## src/design/load_cell_adc_serial_reader_unit_macros.svh

```systemverilog
// Assertion helpers used by the top-level reader unit.
`ifndef LOAD_CELL_ADC_SERIAL_READER_UNIT_MACROS_SVH
`define LOAD_CELL_ADC_SERIAL_READER_UNIT_MACROS_SVH

// Same-cycle implication, held off during reset.
`define LCASR_ASSERT_NOW(label, clk, rst_n, ante, cons) \
    label: assert property (@(posedge clk) disable iff (!rst_n) (ante) |-> (cons)) \
        else $error("lcasr check failed");

// Next-cycle implication, held off during reset.
`define LCASR_ASSERT_NEXT(label, clk, rst_n, ante, cons) \
    label: assert property (@(posedge clk) disable iff (!rst_n) (ante) |=> (cons)) \
        else $error("lcasr check failed");

`endif

```

## src/design/lcasr_pkg.sv

```systemverilog
`default_nettype none

package lcasr_pkg;

    localparam int READING_W = 32;
    localparam int GAIN_W    = 2;
    localparam logic [GAIN_W-1:0] GAIN_RESET = 2'd1;

    typedef struct packed {
        logic sck;
        logic complete;
    } t_frame;

    typedef struct packed {
        logic reading_valid;
        logic taring;
        logic tare_done;
    } t_tare_stat;

endpackage

`default_nettype wire

```

## src/design/lcasr_frame.sv

```systemverilog
`default_nettype none

module lcasr_frame
    import lcasr_pkg::*;
#(
    parameter int SAMPLE_BITS = 24
) (
    input  wire logic                   i_clk,
    input  wire logic                   i_rst_n,
    input  wire logic                   i_step,
    input  wire logic                   i_dout_level,
    input  wire logic [GAIN_W-1:0]      i_gain_pulses,
    output t_frame                      o_frame,
    output logic      [SAMPLE_BITS-1:0] o_raw
);

    localparam int BIT_W = $clog2(SAMPLE_BITS);

    localparam logic [2:0] PH_WAIT  = 3'd0;
    localparam logic [2:0] PH_HIGH  = 3'd1;
    localparam logic [2:0] PH_LOW   = 3'd2;
    localparam logic [2:0] PH_XHIGH = 3'd3;
    localparam logic [2:0] PH_XLOW  = 3'd4;

    logic [2:0]             r_phase, n_phase;
    logic [BIT_W-1:0]       r_bit_cnt, n_bit_cnt;
    logic [SAMPLE_BITS-1:0] r_shift, n_shift;
    logic [GAIN_W-1:0]      r_pulse_cnt, n_pulse_cnt;
    logic [GAIN_W-1:0]      w_need;
    logic                   w_sck;
    logic                   w_complete;

    assign w_need = (i_gain_pulses == '0) ? GAIN_W'(1) : i_gain_pulses;

    always_comb begin
        n_phase     = r_phase;
        n_bit_cnt   = r_bit_cnt;
        n_shift     = r_shift;
        n_pulse_cnt = r_pulse_cnt;
        w_sck       = 1'b0;
        w_complete  = 1'b0;
        unique case (r_phase)
            PH_HIGH: begin
                w_sck   = 1'b1;
                n_shift = {r_shift[SAMPLE_BITS-2:0], i_dout_level};
                n_phase = PH_LOW;
            end
            PH_LOW: begin
                if (r_bit_cnt == BIT_W'(SAMPLE_BITS - 1)) begin
                    n_bit_cnt   = '0;
                    n_pulse_cnt = '0;
                    n_phase     = PH_XHIGH;
                end else begin
                    n_bit_cnt = r_bit_cnt + BIT_W'(1);
                    n_phase   = PH_HIGH;
                end
            end
            PH_XHIGH: begin
                w_sck   = 1'b1;
                n_phase = PH_XLOW;
            end
            PH_XLOW: begin
                if ({1'b0, r_pulse_cnt} + (GAIN_W+1)'(1) >= {1'b0, w_need}) begin
                    n_pulse_cnt = '0;
                    n_phase     = PH_WAIT;
                    w_complete  = 1'b1;
                end else begin
                    n_pulse_cnt = r_pulse_cnt + GAIN_W'(1);
                    n_phase     = PH_XHIGH;
                end
            end
            default: begin
                n_phase = PH_WAIT;
                if (!i_dout_level) begin
                    n_bit_cnt = '0;
                    n_shift   = '0;
                    n_phase   = PH_HIGH;
                end
            end
        endcase
    end

    always_ff @(posedge i_clk) begin
        if (!i_rst_n) begin
            r_phase     <= PH_WAIT;
            r_bit_cnt   <= '0;
            r_shift     <= '0;
            r_pulse_cnt <= '0;
        end else if (i_step) begin
            r_phase     <= n_phase;
            r_bit_cnt   <= n_bit_cnt;
            r_shift     <= n_shift;
            r_pulse_cnt <= n_pulse_cnt;
        end
    end

    assign o_frame.sck      = w_sck;
    assign o_frame.complete = w_complete;
    assign o_raw            = r_shift;

endmodule

`default_nettype wire

```

## config.mk

```make
export PLATFORM = sky130hd
export DESIGN_NAME = lcasr_frame
export DESIGN_NICKNAME = d
export VERILOG_FILES = /design/src/design/load_cell_adc_serial_reader_unit_macros.svh /design/src/design/lcasr_pkg.sv /design/src/design/lcasr_frame.sv
export SDC_FILE = /design/constraint.sdc
export NUM_CORES = 1
export LEC_CHECK = 0
export BUFFER_PORTS_ARGS = -buffer_cell sky130_fd_sc_hd__buf_2
export CAP_MARGIN = 0
export CORE_MARGIN = 2
export CORE_UTILIZATION = 54
export CTS_BUF_LIST = sky130_fd_sc_hd__clkbuf_4 sky130_fd_sc_hd__clkbuf_8 sky130_fd_sc_hd__clkbuf_16
export CTS_CLUSTER_SIZE = 10
export DETAILED_ROUTE_END_ITERATION = 8
export PLACE_DENSITY = 0.78
export SKIP_LAST_GASP = 1
export SYNTH_ARGS = -nofsm -noshare
export SYNTH_HDL_FRONTEND = slang
export SYNTH_SLANG_ARGS = --single-unit
```

## constraint.sdc

```tcl
create_clock -name i_clk -period 2 [get_ports i_clk]
set_input_delay 0.3 -clock i_clk [delete_from_list [all_inputs] [get_ports i_clk]]
set_output_delay 0.3 -clock i_clk [all_outputs]
set_load 0.005 [all_outputs]
```

Yosys cells after proc, flatten, opt, wreduce, memory -nomap -nowiden
Cells that the tools add are included.
{ "word_totals": {"register_bits": 34, "input_bits": 6, "out_inout_bits": 26, "elab_cells": 42} }
{ "op_classes": {"n_addsub": 3, "magnitude_cmp": 1, "n_eq_ne": 8, "muxes": 16, "bitwise_logic": 2, "n_reduce_logical": 8} }
{ "op_table": {"columns": ["operator", "n"], "rows": [
  ["one-hot mux 24 bit (2 select lines)", 1],
  ["two-way mux 24 bit", 1],
  ["one-hot mux 3 bit (4 select lines)", 1],
  ["two-way mux 2 bit", 5],
  ["two-way mux 5 bit", 2],
  ["one-hot mux 5 bit (2 select lines)", 1],
  ["AND reduction 3 bit", 3],
  ["== test 3 x 2 -> 1 bit (second input constant)", 2],
  ["OR reduction 3 bit", 2],
  ["adder 5 x 1 -> 5 bit (second input constant)", 1],
  ["== test 5 bit (second input constant)", 1],
  ["two-way mux 1 bit", 4],
  ["inequality test 2 x 1 -> 1 bit (second input constant)", 2],
  ["one-hot mux 2 bit (2 select lines)", 1],
  ["adder 2 x 1 -> 3 bit (second input constant)", 1],
  ["== test 3 x 1 -> 1 bit (second input constant)", 1],
  ["== test 3 bit (second input constant)", 1],
  ["greater-or-equal comparator 3 x 2 -> 1 bit", 1],
  ["adder 2 x 1 -> 2 bit (second input constant)", 1],
  ["zero test 2 bit", 1],
  ["inequality test 2 bit (second input constant)", 1],
  ["NOT 1 bit", 2],
  ["nonzero test 2 bit", 1],
  ["OR reduction 2 bit", 1]
]} }

Longest topological paths before layout
Gate-level depths: netlist (run 1).
{ "logic_depth": {"depth_word": 5, "mapped_depth": 6, "mapped_depth_nobuf": 6} }

Worst setup path before layout (run 1)
OpenSTA, ideal clock, no wires.
{ "synth_timing": {"kind": "input-to-output", "startpoint": "input port i_gain_pulses[0]", "endpoint": "output port o_frame[0] (netlist bit)", "arrival_time_ns": 1.317, "required_ns": 1.700, "setup_slack_ns": 0.383, "path_stages": 6, "n_path_buf": 1, "cell_sequence": "nand2b_1 ha_1 nand2b_1 a31oi_1 nor2b_1 buf_4"} }
{ "synth_between": {"elab_chain_len": 5} }
{ "synth_rtl": {"columns": ["element", "line", "source"], "rows": [
  ["start, declared", "lcasr_frame.sv:12", "input wire logic [GAIN_W-1:0] i_gain_pulses,"],
  ["zero test 2 bit", "lcasr_frame.sv:33", "assign w_need = (i_gain_pulses == '0) ? GAIN_W'(1) : i_gain_pulses;"],
  ["two-way mux 2 bit *", "lcasr_frame.sv:33", null],
  ["greater-or-equal comparator 3 x 2 -> 1 bit *", "lcasr_frame.sv:63", "if ({1'b0, r_pulse_cnt} + (GAIN_W+1)'(1) >= {1'b0, w_need}) begin"],
  ["two-way mux 1 bit *", "lcasr_frame.sv:63", null],
  ["two-way mux 1 bit *", "lcasr_frame.sv:42", "unique case (r_phase)"],
  ["end, declared", "lcasr_frame.sv:13", "output t_frame o_frame,"]
]} }
Every way passes the cells marked *; elsewhere a longest branch is shown, timed or not.

==> results.json, run 1 <==
{
  "synth_flop_cell": "dfxtp_1",
  "clock.fmax_mhz": 533.3,
  "cts_max_level": 2,
  "layout_common_cells": "34 x dfxtp_1, 31 x buf_2, 30 x nand2_1",
  "postSynthCellCount": 193,
  "status": "finished clean",
  "pre_cts_slack_ps": 298.5,
  "grt_use_met2": 0.3206,
  "grt_util_met1": 0.2672,
  "synth_edf_count": 0,
  "vdd_drop_max_v": 0.0005715,
  "antenna_found_initial": 0,
  "synth_nets": 203,
  "setup_viol": 0,
  "reg2reg_slack_ps": 280,
  "worstSetupPathType": "reg2out",
  "hpwl_um": 2393,
  "cts_tree": "yes",
  "seqPwrFrac": 0.563,
  "n_antenna_cell": 0,
  "grt_pass1_wl_um": 5506,
  "relSlewSlack": 0.6756,
  "synth.distinct_cells": 41,
  "async_flop_share": 0,
  "area_growth_pct": 14.80,
  "leakagePower_nw": 0.7560,
  "clock_latency_ps": 340,
  "fin_nets": 232,
  "power_density_nw_per_um2": 647.8,
  "p_sw_frac": 0.2535,
  "yosysWarnings": 0,
  "grt_util_met3": 0.07860,
  "grt_busiest_layer": "met2",
  "skew_ps": 2.065,
  "p_total_mw": 1.220,
  "ctsLongestPathBuffers": 2,
  "drt_iter0_drc": 81,
  "tightest_slew_ps": 486.6,
  "post_cts_buffers": 0,
  "startpoint_type": "flop",
  "ios": 32,
  "grt_use_total": 0.2087,
  "clock_power_share": 0.334,
  "cp.arrival_ps": 1570,
  "viasPerCell": 5.772,
  "min_period_over_period": 0.9375,
  "period_minus_slack_ps": 1875,
  "grt_pass1_vias": 1285,
  "core_area_sq_um": 2829,
  "first_pass_iters": 5,
  "fill_cells": 240,
  "rows": 19,
  "pwr-share-comb": 0.103,
  "whs_endpoint": "r_phase[0]$_SDFFE_PN0P_",
  "wl_per_cell_um": 13.46,
  "cts_resized": 0,
  "rr_worst_depth": 4,
  "ant_nets": 0,
  "yosysSeqAreaShare": 0.4150,
  "yosysTopAreaCellShare": 0.4150,
  "post_dp_cell_area_sq_um": 1814,
  "place.gp.congestion": 0.9465,
  "wirelength_um": 3419,
  "synth_area_sq_um": 1640,
  "synth_area_leader_cell": "dfxtp_1",
  "p_sw_mw": 0.3092,
  "r2r_start": "r_phase[2]$_SDFFE_PN0P_",
  "cts.sink_count": 34,
  "endpoint_kind": "primary output",
  "io_buffers": 31,
  "cts-hold-fix-buffers": 0,
  "clk_pin_slew_ps": 100,
  "final_cell_area_sq_um": 1883,
  "layout-drive-gt1-share": 0.2242,
  "avgSynthCellArea_sq_um": 8.499,
  "start_util": 0.5798,
  "setup_tns_ps": 0,
  "setup_slack_ps": 125.0,
  "overflow": 0,
  "mostFrequentLayoutCell": "dfxtp_1",
  "cts_inserted_buffers": 5,
  "die-width_um": 59.12,
  "grt_max_degree": 36,
  "slew_viol_final": 0,
  "synthTopCellsByArea": "dfxtp_1 41%, a21boi_0 11%, nand3_1 7.3%",
  "synth_seq_cells": 34,
  "finish.utilization": 0.6656,
  "drc": 0,
  "rsz0062_at_grt": "no",
  "min_path_type": "in2reg",
  "vias": 1466,
  "reg2reg_to": "r_bit_cnt[3]$_SDFFE_PN0P_",
  "hold_depth": 4,
  "worstHoldStart": "i_dout_level",
  "fp.dieArea_sq_um": 3495,
  "hold_viol": 0,
  "internal_power_mw": 0.9107,
  "cts-root-buf": "clkbuf_4",
  "cap_violations": 0,
  "crit_required_ps": 1700,
  "cp_max_fo": 5,
  "die_h_um": 59.12
}
-- worst max path at each step --
stage,start,end,slack (ps),cells past startpoint
floorplan,i_gain_pulses[0],o_frame[0],380,6
global placement,i_dout_level,r_bit_cnt[3]$_SDFFE_PN0P_,360,5
detailed placement,i_dout_level,r_bit_cnt[2]$_SDFFE_PN0P_,300,5
CTS,r_phase[2]$_SDFFE_PN0P_,o_frame[0],20,3
global route,r_pulse_cnt[0]$_SDFFE_PN0P_,o_frame[0],10,5
finish,r_pulse_cnt[0]$_SDFFE_PN0P_,o_frame[0],130,4
-- routing by layer --
| layer | wire (um) | vias to the layer above |
|---|---|---|
| met5 | 0 | - |
| met4 | 49 | 0 |
| met3 | 231 | 5 |
| met2 | 1625 | 43 |
| met1 | 1513 | 677 |
| li1 | - | 741 |
-- cell families after synthesis --
| kind of cell | share of synthesized area |
|---|---|
| flip-flops | 0.4149 |
| buffers and inverters | 0.04881 |
| adder cells (fa/ha/maj) | 0.03509 |
| multiplexers | 0.01831 |
| AND/OR/NAND/NOR | 0.2533 |
| AO/OA/AOI/OAI | 0.2243 |
| XOR/XNOR | 0.005340 |
-- sequential cells by signal, indices dropped and copies added, names as in the netlist --
register / cells
o_raw: 24
r_bit_cnt: 5
r_phase: 3
r_pulse_cnt: 2
-- metrics by stage --
step / cells / hold WS (ps)
floorplan: 193 / 443.6
global placement: 246 / 448.9
detailed placement: 246 / 471.2
CTS: 254 / 375.1
global route: 254 / 409.6
finish: 254 / 381.3
-- synth_stat cells, types with 2 or more instances --
library cell	instances
a21boi_0	23
a21oi_1	4
a31oi_1	2
a32oi_1	2
and2_1	2
and3b_1	2
buf_4	2
clkbuf_1	12
dfxtp_1	34
ha_1	3
inv_1	4
mux2i_1	3
nand2_1	30
nand2b_1	4
nand3_1	24
nor2_1	3
nor2b_1	8
o21ai_0	7
o31ai_1	2
-- power by group through the flow --
stage	Combinational, mW	Clock [mW]	Sequential, mW
global route	0.138	0.451	0.689
CTS	0.124	0.415	0.687
finish	0.125	0.407	0.687
detailed placement	0.124	0	0.703
floorplan	0.0888	0	0.702
global placement	0.120	0	0.703
-- critical path, stage by stage (launching register included) --
cell and delay, ps:
dfxtp_1 440, fa_1 430, a31oi_1 180, nor2b_1 60, buf_2 120
-- cell type report --
class	count	area, sq um	share of cell area
clock buffers	7	58.81	0.03123
inverters	4	15.01	0.007973
repair buffers	37	200.2	0.1063
clock inverters	1	5.005	0.002658
multi-input cells	140	884.6	0.4698
well taps	31	38.79	0.02060
flip-flops and latches	34	680.7	0.3615
(Power assumes the default switching activity.)
==> inputs of run 2 (changes only) <==
--- a/config.mk
+++ b/config.mk
@@ -7,12 +7,14 @@
 export LEC_CHECK = 0
 export BUFFER_PORTS_ARGS = -buffer_cell sky130_fd_sc_hd__buf_2
 export CAP_MARGIN = 0
+export CELL_PAD_IN_SITES_DETAIL_PLACEMENT = 1
+export CELL_PAD_IN_SITES_GLOBAL_PLACEMENT = 1
 export CORE_MARGIN = 2
-export CORE_UTILIZATION = 54
+export CORE_UTILIZATION = 40
 export CTS_BUF_LIST = sky130_fd_sc_hd__clkbuf_4 sky130_fd_sc_hd__clkbuf_8 sky130_fd_sc_hd__clkbuf_16
 export CTS_CLUSTER_SIZE = 10
 export DETAILED_ROUTE_END_ITERATION = 8
-export PLACE_DENSITY = 0.78
+export PLACE_DENSITY_LB_ADDON = 0.1
 export SKIP_LAST_GASP = 1
 export SYNTH_ARGS = -nofsm -noshare
 export SYNTH_HDL_FRONTEND = slang
==> results.json, run 2 (synthesis results as in run 1) <==
{
  "seqPwrFrac": 0.488,
  "post_cts_buffers": 0,
  "reg2reg_slack_ps": 240,
  "largest_reg_flops": 24,
  "cp.arrival_ps": 1510,
  "ant_nets": 0,
  "layout_common_cells": "34 x dfxtp_1, 31 x buf_2, 30 x nand2_1",
  "cp_max_fo": 5,
  "clock_latency_ps": 280,
  "p_total_mw": 1.410,
  "r2r_start": "r_phase[2]$_SDFFE_PN0P_",
  "reg2reg_to": "r_bit_cnt[3]$_SDFFE_PN0P_",
  "cts_max_level": 2,
  "slew_viol_final": 0,
  "first_pass_iters": 4,
  "startpoint_type": "flop",
  "cts_resized": 0,
  "period_minus_slack_ps": 1809,
  "area_growth_pct": 19.91,
  "viasPerCell": 5.318,
  "cts.sink_count": 34,
  "grt_use_total": 0.1959,
  "place.gp.congestion": 0.8493,
  "fin_hold_ws_ps": 440.9,
  "die-width_um": 68.04,
  "core_area_sq_um": 3971,
  "pwr-share-comb": 0.094,
  "drc": 0,
  "internal_power_mw": 1.077,
  "cts-hold-fix-buffers": 0,
  "rr_worst_depth": 4,
  "io_buffers": 31,
  "min_period_over_period": 0.9047,
  "crit_required_ps": 1700,
  "vdd_drop_max_v": 0.0005414,
  "cap_violations": 0,
  "status": "finished clean",
  "setup_tns_ps": 0,
  "tightest_slew_ps": 510.0,
  "setup_viol": 0,
  "layout-drive-gt1-share": 0.2321,
  "min_path_type": "in2reg",
  "leakagePower_nw": 0.7814,
  "hpwl_um": 2902,
  "endpoint_kind": "primary output",
  "start_util": 0.4130,
  "whs_endpoint": "r_phase[0]$_SDFFE_PN0P_",
  "n_antenna_cell": 0,
  "vias": 1457,
  "power_density_nw_per_um2": 716.9,
  "p_sw_mw": 0.3327,
  "drt_iter0_drc": 72,
  "cts_tree": "yes",
  "fin_nets": 233,
  "grt_pass1_vias": 1469,
  "die_h_um": 68.04,
  "worstSetupPathType": "reg2out",
  "overflow": 0,
  "hold_depth": 4,
  "rsz0062_at_grt": "no",
  "grt_pass1_wl_um": 6748,
  "p_sw_frac": 0.2360,
  "antenna_found_initial": 0,
  "rows": 23,
  "worstHoldStart": "i_dout_level",
  "wl_per_cell_um": 15.08,
  "ctsLongestPathBuffers": 2,
  "fp.dieArea_sq_um": 4629,
  "relSlewSlack": 0.6600,
  "cts-root-buf": "clkbuf_8",
  "grt_max_degree": 36,
  "clock_power_share": 0.417,
  "clk_pin_slew_ps": 70,
  "mostFrequentLayoutCell": "dfxtp_1",
  "clock.fmax_mhz": 552.7,
  "wirelength_um": 4133,
  "hold_viol": 0,
  "skew_ps": 6.179,
  "ios": 32,
  "cts_inserted_buffers": 5
}
==> run 2: changes by cell type in the layout (fill, tap and decap cells not counted), sizes merged <==
| cell | change |
|---|---|
| clkinv | -1 |
| clkbuf | +1 |
| buf | +1 |
==> run 2: per-stage QoR <==
step	instance area [sq um]	worst slack, ps	std cells	utilization
after floorplan	1640	383.5	193	-
after global placement	1852	351.8	266	0.4663
after detailed placement	1852	290.4	266	0.4663
after CTS	1962	22.82	274	0.4940
after global routing	1967	58.39	274	0.4953
final	1967	190.7	274	0.4953
==> run 2: worst max path at each step <==
stage / start / to / cells after the start
2_1_floorplan: i_gain_pulses[0] / o_frame[0] / 6
3_3_place_gp: i_dout_level / r_bit_cnt[3]$_SDFFE_PN0P_ / 5
3_5_place_dp: r_phase[2]$_SDFFE_PN0P_ / r_bit_cnt[3]$_SDFFE_PN0P_ / 4
4_1_cts: r_phase[2]$_SDFFE_PN0P_ / o_frame[0] / 3
5_1_grt: r_pulse_cnt[0]$_SDFFE_PN0P_ / o_frame[0] / 4
6_report: r_pulse_cnt[0]$_SDFFE_PN0P_ / o_frame[0] / 4
==> run 2: power by group through the flow <==
stage | Combinational [mW] | Clock (mW) | Sequential, mW
after floorplan | 0.0888 | 0 | 0.702
after global placement | 0.127 | 0 | 0.703
after detailed placement | 0.133 | 0 | 0.704
after CTS | 0.134 | 0.613 | 0.688
after global routing | 0.147 | 0.642 | 0.688
final | 0.133 | 0.589 | 0.689
==> run 2: worst max-delay path, cell delays in order, from the launching register on <==
cell     delay [ps]
dfxtp_1         430
fa_1            420
a31oi_1         190
nor2b_1          60
buf_2           120
==> run 2: area by class of cell <==
type / count / area [sq um]
clock buffer: 8 / 110.1
fill: 494 / 2004
inverter: 4 / 15.01
multi-input combinational: 140 / 890.9
sequential: 34 / 680.7
tap: 50 / 62.56
timing repair buffer: 38 / 207.7
==> run 2: routing by layer <==
layer | routed length (um) | part of all wire | vias to the layer above | global-route usage
li1 | - | - | 737 | -
met1 | 1821 | 0.44 | 695 | 0.2258
met2 | 2143 | 0.52 | 20 | 0.3447
met3 | 118 | 0.029 | 5 | 0.05263
met4 | 49 | 0.012 | 0 | 0.07250
met5 | 0 | 0 | - | 0
